===== src/rtl/rau_pkg.sv =====
// Shared constants, codes and control types of the rational arithmetic unit.
package rau_pkg;

   localparam int WORD_BITS  = 32;
   localparam int WIDE_BITS  = 2 * WORD_BITS;
   localparam int CNT_BITS   = $clog2(WIDE_BITS);
   localparam int SHIFT_BITS = CNT_BITS + 1;

   localparam logic [1:0] CMD_ADD = 2'd0;
   localparam logic [1:0] CMD_SUB = 2'd1;
   localparam logic [1:0] CMD_MUL = 2'd2;
   localparam logic [1:0] CMD_DIV = 2'd3;

   localparam logic [1:0] STATUS_OK       = 2'd0;
   localparam logic [1:0] STATUS_OVERFLOW = 2'd1;
   localparam logic [1:0] STATUS_INVALID  = 2'd2;

   typedef enum logic [4:0] {
      OP_NONE,
      OP_LOAD,
      OP_GCD_DEN,
      OP_GCD_RES,
      OP_GCD_STEP,
      OP_DIV_QB,
      OP_DIV_QA,
      OP_DIV_NM,
      OP_DIV_DN,
      OP_DIV_STEP,
      OP_SAVE_QB,
      OP_SAVE_QA,
      OP_SAVE_NM,
      OP_SAVE_DN,
      OP_MUL_TA,
      OP_MUL_TB,
      OP_MUL_DA,
      OP_PROD_NUM,
      OP_PROD_DEN,
      OP_COMBINE,
      OP_FINISH,
      OP_FAIL
   } dp_op_type;

   typedef struct packed {
      dp_op_type op;
   } dp_cmd_type;

   typedef struct packed {
      logic invalid;
      logic add_sub;
      logic gcd_done;
   } dp_stat_type;

endpackage


===== src/rtl/rau_ctrl.sv =====
// Controller: sequences the datapath operations and runs the request and response handshakes.
module rau_ctrl (
   input  logic                  clock,
   input  logic                  reset,
   input  logic                  req_tvalid,
   output logic                  req_tready,
   output logic                  rsp_tvalid,
   input  logic                  rsp_tready,
   input  rau_pkg::dp_stat_type  stat,
   output rau_pkg::dp_cmd_type   ctl
);

   typedef enum logic [4:0] {
      ST_IDLE, ST_CHECK, ST_GD, ST_GRUN, ST_DQB, ST_DRUN, ST_SQB, ST_DQA, ST_SQA,
      ST_MTA, ST_MTB, ST_MDA, ST_COMB, ST_PN, ST_PD, ST_GR, ST_DNM, ST_SNM,
      ST_DDN, ST_SDN, ST_FIN, ST_FAIL
   } state_type;

   state_type state_ff, ret_ff;
   logic [rau_pkg::CNT_BITS-1:0] cnt_ff;
   logic rsp_valid_ff;
   logic out_free;

   localparam logic [rau_pkg::CNT_BITS-1:0] CNT_LAST =
      rau_pkg::CNT_BITS'(rau_pkg::WIDE_BITS - 1);

   assign out_free   = !rsp_valid_ff || rsp_tready;
   assign req_tready = (state_ff == ST_IDLE);
   assign rsp_tvalid = rsp_valid_ff;

   always_comb begin
      case (state_ff)
         ST_IDLE: ctl.op = req_tvalid ? rau_pkg::OP_LOAD : rau_pkg::OP_NONE;
         ST_GD:   ctl.op = rau_pkg::OP_GCD_DEN;
         ST_GRUN: ctl.op = rau_pkg::OP_GCD_STEP;
         ST_DQB:  ctl.op = rau_pkg::OP_DIV_QB;
         ST_DRUN: ctl.op = rau_pkg::OP_DIV_STEP;
         ST_SQB:  ctl.op = rau_pkg::OP_SAVE_QB;
         ST_DQA:  ctl.op = rau_pkg::OP_DIV_QA;
         ST_SQA:  ctl.op = rau_pkg::OP_SAVE_QA;
         ST_MTA:  ctl.op = rau_pkg::OP_MUL_TA;
         ST_MTB:  ctl.op = rau_pkg::OP_MUL_TB;
         ST_MDA:  ctl.op = rau_pkg::OP_MUL_DA;
         ST_COMB: ctl.op = rau_pkg::OP_COMBINE;
         ST_PN:   ctl.op = rau_pkg::OP_PROD_NUM;
         ST_PD:   ctl.op = rau_pkg::OP_PROD_DEN;
         ST_GR:   ctl.op = rau_pkg::OP_GCD_RES;
         ST_DNM:  ctl.op = rau_pkg::OP_DIV_NM;
         ST_SNM:  ctl.op = rau_pkg::OP_SAVE_NM;
         ST_DDN:  ctl.op = rau_pkg::OP_DIV_DN;
         ST_SDN:  ctl.op = rau_pkg::OP_SAVE_DN;
         ST_FIN:  ctl.op = out_free ? rau_pkg::OP_FINISH : rau_pkg::OP_NONE;
         ST_FAIL: ctl.op = out_free ? rau_pkg::OP_FAIL : rau_pkg::OP_NONE;
         default: ctl.op = rau_pkg::OP_NONE;
      endcase
   end

   always_ff @(posedge clock) begin
      if (reset) begin
         state_ff     <= ST_IDLE;
         ret_ff       <= ST_IDLE;
         cnt_ff       <= '0;
         rsp_valid_ff <= 1'b0;
      end else begin
         if ((state_ff == ST_FIN || state_ff == ST_FAIL) && out_free) begin
            rsp_valid_ff <= 1'b1;
         end else if (rsp_tready) begin
            rsp_valid_ff <= 1'b0;
         end
         case (state_ff)
            ST_IDLE: begin
               if (req_tvalid) begin
                  state_ff <= ST_CHECK;
               end
            end
            ST_CHECK: begin
               if (stat.invalid) begin
                  state_ff <= ST_FAIL;
               end else if (stat.add_sub) begin
                  state_ff <= ST_GD;
               end else begin
                  state_ff <= ST_PN;
               end
            end
            ST_GD: begin
               ret_ff   <= ST_DQB;
               state_ff <= ST_GRUN;
            end
            ST_GRUN: begin
               if (stat.gcd_done) begin
                  state_ff <= ret_ff;
               end
            end
            ST_DQB: begin
               cnt_ff   <= '0;
               ret_ff   <= ST_SQB;
               state_ff <= ST_DRUN;
            end
            ST_DRUN: begin
               if (cnt_ff == CNT_LAST) begin
                  state_ff <= ret_ff;
               end else begin
                  cnt_ff <= cnt_ff + 1'b1;
               end
            end
            ST_SQB: state_ff <= ST_DQA;
            ST_DQA: begin
               cnt_ff   <= '0;
               ret_ff   <= ST_SQA;
               state_ff <= ST_DRUN;
            end
            ST_SQA:  state_ff <= ST_MTA;
            ST_MTA:  state_ff <= ST_MTB;
            ST_MTB:  state_ff <= ST_MDA;
            ST_MDA:  state_ff <= ST_COMB;
            ST_COMB: state_ff <= ST_GR;
            ST_PN:   state_ff <= ST_PD;
            ST_PD:   state_ff <= ST_GR;
            ST_GR: begin
               ret_ff   <= ST_DNM;
               state_ff <= ST_GRUN;
            end
            ST_DNM: begin
               cnt_ff   <= '0;
               ret_ff   <= ST_SNM;
               state_ff <= ST_DRUN;
            end
            ST_SNM: state_ff <= ST_DDN;
            ST_DDN: begin
               cnt_ff   <= '0;
               ret_ff   <= ST_SDN;
               state_ff <= ST_DRUN;
            end
            ST_SDN: state_ff <= ST_FIN;
            ST_FIN, ST_FAIL: begin
               if (out_free) begin
                  state_ff <= ST_IDLE;
               end
            end
            default: state_ff <= ST_IDLE;
         endcase
      end
   end

   a_accept_check: assert property (@(posedge clock) disable iff (reset)
      (req_tvalid && req_tready) |=> (state_ff == ST_CHECK))
      else $error("accepted request did not start processing");

   a_hold_result: assert property (@(posedge clock) disable iff (reset)
      ((state_ff == ST_FIN || state_ff == ST_FAIL) && rsp_valid_ff && !rsp_tready)
      |=> (rsp_valid_ff && (state_ff == ST_FIN || state_ff == ST_FAIL)))
      else $error("result issued while output register was occupied");

   a_valid_source: assert property (@(posedge clock) disable iff (reset)
      $rose(rsp_valid_ff) |-> $past(state_ff == ST_FIN || state_ff == ST_FAIL))
      else $error("response raised outside of a finish state");

   a_div_count: assert property (@(posedge clock) disable iff (reset)
      (state_ff == ST_DRUN && cnt_ff != CNT_LAST) |=> (state_ff == ST_DRUN))
      else $error("divider left before all quotient bits were formed");

endmodule


===== config.mk =====
export PLATFORM = sky130hd
export DESIGN_NAME = rau_ctrl
export DESIGN_NICKNAME = d
export VERILOG_FILES = /design/src/rtl/rau_pkg.sv /design/src/rtl/rau_ctrl.sv
export SDC_FILE = /design/constraint.sdc
export NUM_CORES = 1
export LEC_CHECK = 0
export ABC_AREA = 1
export BUFFER_PORTS_ARGS = -buffer_cell sky130_fd_sc_hd__clkbuf_2
export CORE_UTILIZATION = 30
export CTS_CLUSTER_DIAMETER = 150
export DETAILED_ROUTE_END_ITERATION = 10
export PLACE_DENSITY = 0.47
export SLEW_MARGIN = 20
export SYNTH_ARGS = -nofsm -noshare
export SYNTH_HDL_FRONTEND = slang
export SYNTH_SLANG_ARGS = --single-unit

===== constraint.sdc =====
create_clock -name clock -period 1.6 [get_ports clock]
set_input_delay 0.24 -clock clock [delete_from_list [all_inputs] [get_ports clock]]
set_output_delay 0.24 -clock clock [all_outputs]
set_load 0.03 [all_outputs]

==> results.sh <==
export IMPL_cts_made_buffers=3
export IMPL_rsz0062_at_grt="yes"
export IMPL_cts_sinks=17
export IMPL_endpoint_kind="output port"
export IMPL_critPathKind="register to output port"
export IMPL_final_setup_skew_ns=0.00261
export IMPL_synth_nets=211
export IMPL_yosys_cell_count_top_type="nand2_1"
export IMPL_slew_viol_final=0
export IMPL_failed_checks="setup timing"
export IMPL_dr_pass1_iters=4
export IMPL_antenna_found_initial=0
export IMPL_maxCapViolCount=0
export IMPL_die_y_um=65.5
export IMPL_grt_max_degree=17
export IMPL_netlist_instances=203
export IMPL_synth_edf_count=0
export IMPL_cts_clk_slew_worst_paths_ns=0.07
export IMPL_cpPeakStageDelay_ns=0.39
export IMPL_cts_tree="yes"
export IMPL_hp_start="rsp_tready"
export IMPL_p_leak_uw=0.000838
export IMPL_ys_types=30
export IMPL_grt_pass1_vias=1557
export IMPL_yosysTopAreaCellShare=0.281
export IMPL_wire_per_inst_um=13.3
export IMPL_ys_ff_latch=17
export IMPL_coreArea_um2=3770
export IMPL_layout_drive_gt1_share=0.448
export IMPL_holdBufCountCts=0
export IMPL_status="finished with violations"
export IMPL_synthTopCellsByCount="nand2_1 (51), nor2_1 (42), dfxtp_1 (17), inv_1 (17), nand3_1 (16)"
export IMPL_synth_seq_area_share=0.281
export IMPL_synth_async_reset_ratio=0
export IMPL_arrival_ns=1.44
export IMPL_r2r_start="state_ff[2]"
export IMPL_crit_fanout=4
export IMPL_setup_viol=5
export IMPL_via_per_inst=5.04
export IMPL_cp_slowest_cell="dfxtp_4"
export IMPL_nNetsFinal=259
export IMPL_cts_buffer_depth=2
export IMPL_post_route_util=0.496
export IMPL_pin_count=14
export IMPL_tightest_slew_ns=0.396
export IMPL_grt_remaining_overflow=0
export IMPL_layout_setup_ws_ns=-0.0844
export IMPL_rows=22
export IMPL_synth_area_top_cells="dfxtp_1 (28%), nand2_1 (16%), nor2_1 (13%), nand3_1 (6.6%), a21oi_1 (6.2%)"
export IMPL_crit_path_start_kind="register"
export IMPL_port_buffers=13
export IMPL_powerDensity_nw_per_um2=1380
export IMPL_die_x_um=65.5
export IMPL_clkLatencyLatePin_ns=0.25
export IMPL_yosysWarnings=0
export IMPL_holdCritPathClass="input port to register"
export IMPL_drt_iter0_drc=97
export IMPL_period_share=1.05
export IMPL_multi_input_area_um2=937
export IMPL_place_hpwl_um=3010
export IMPL_antenna_cells=0
export IMPL_grt_total_usage=0.205
export IMPL_mappedNetlistArea_um2=1210
export IMPL_grt_pass1_wl_um=6710
export IMPL_avgSynthCellArea_um2=5.96
export IMPL_ant_nets=0
export IMPL_die_area_um2=4290
export IMPL_htree_levels=1
export IMPL_critPathRequiredTime_ns=1.36
export IMPL_slew_headroom=0.736
export IMPL_period_needed_ns=1.68
export IMPL_routabilityCongestion=0.974
export IMPL_syn_to_final_growth_pct=54.5
export IMPL_fmax_ghz=0.594
export IMPL_start_util=0.321
export IMPL_vias=1501
export IMPL_area_sequential_um2=359
export IMPL_path_cells="buf_6, nand2_1, nor2_1, a21oi_2, o2111ai_1, buf_4"
export IMPL_ys_flop_type="dfxtp_1"
export IMPL_post_place_ws_ns=-0.0746
export IMPL_fill_cells=360
export IMPL_peakVddDrop_uv=568
export IMPL_crit_start="state_ff[3]"
export IMPL_finalHoldViolations=0
export IMPL_synth_top_area_cell="dfxtp_1"
export IMPL_root_buffer="clkbuf_8"
export IMPL_drc=0
export IMPL_drt_total_wl_um=3960
layout make-up:
cell class | count | share of cell area
Clock buffer | 3 | 0.0221
Clock inverter | 1 | 0.00268
Inverter | 22 | 0.0469
Multi-Input combinational cell | 158 | 0.501
Sequential cell | 17 | 0.192
Tap cell | 48 | 0.0321
Timing Repair Buffer | 49 | 0.203
state kept, by name, summed over array words and instances (netlist names):
| signal | flops |
|---|---|
| cnt_ff | 6 |
| ret_ff | 5 |
| rsp_tvalid | 1 |
| state_ff | 5 |
layout by cell type (no fill, tap or decap), types with 4 or more instances in the layout:
master	synthesis	final
nand2_1	51	40
buf_4	3	33
nor2_1	42	27
inv_1	17	13
nand3_1	16	12
a21oi_1	15	12
dfxtp_1	17	12
nor2_4	2	11
nand2_2	2	10
nor2_2	2	8
clkbuf_2	0	8
inv_2	4	7
nand4_1	5	5
clkbuf_8	0	5
buf_6	0	5
dfxtp_4	0	5
nand2_4	1	4
a31oi_1	4	4
o21ai_1	4	4
report_power, final:
part           total (µW)  internal [µW]  switching [µW]
sequential            607            501             106
combinational        1660            684             971
clock                 318            172             146
critical path, delay by kind of cell, from the launching register on:
family | cells | cell delay [ns]
flip-flops | 1 | 0.39
AND/OR/NAND/NOR | 2 | 0.33
buffers and inverters | 2 | 0.31
AO/OA/AOI/OAI | 2 | 0.18
path summary, 6_finish.rpt:
| kind | cells after the start | slack [ns] | to |
|---|---|---|---|
| setup reg to reg | 10 | 0.07 | cnt_ff[0] |
| hold reg to reg | 2 | 0.46 | ret_ff[3] |
| hold / removal | 4 | 0.30 | rsp_tvalid |
| setup / recovery | 6 | -0.08 | ctl[1] |
cells by family (layout without fill, tap and decap cells):
kind of cell             count (synthesis)  count (layout)  synth area share
flip-flops                              17              17             0.281
adder cells (fa/ha/maj)                  1               1            0.0103
AND/OR/NAND/NOR                        125             125             0.453
AO/OA/AOI/OAI                           30              30             0.142
buffers and inverters                   28              75            0.0993
XOR/XNOR                                 2               2            0.0145
layer usage:
layer / track usage / vias up / part of all wire
li1: - / 757 / -
met1: 0.227 / 678 / 0.40
met2: 0.370 / 47 / 0.51
met3: 0.0260 / 19 / 0.043
met4: 0.125 / 0 / 0.041
met5: 0 / - / 0
stage by stage:
| step | hold slack (ns) | area, µm² | total power, µW | TNS, ns | std cells |
|---|---|---|---|---|---|
| finish | 0.297 | 1870 | 2580 | -0.320 | 298 |
| detailed placement | 0.456 | 1530 | 1880 | -0.131 | 288 |
| global route | 0.348 | 1870 | 2790 | -0.913 | 298 |
| global placement | 0.462 | 1530 | 1890 | -0.230 | 288 |
| CTS | 0.296 | 1760 | 2430 | -0.363 | 297 |
| floorplan | 0.437 | 1210 | 1400 | 0 | 203 |
repair_timing:
action                                  4_1_cts  5_1_grt
pin swaps                                    11        5
cloned                                        0        0
setup buffers                                 6        1
endpoints found under the setup margin       10       21
resized for setup                            49       31
(Power assumes the default switching activity.)
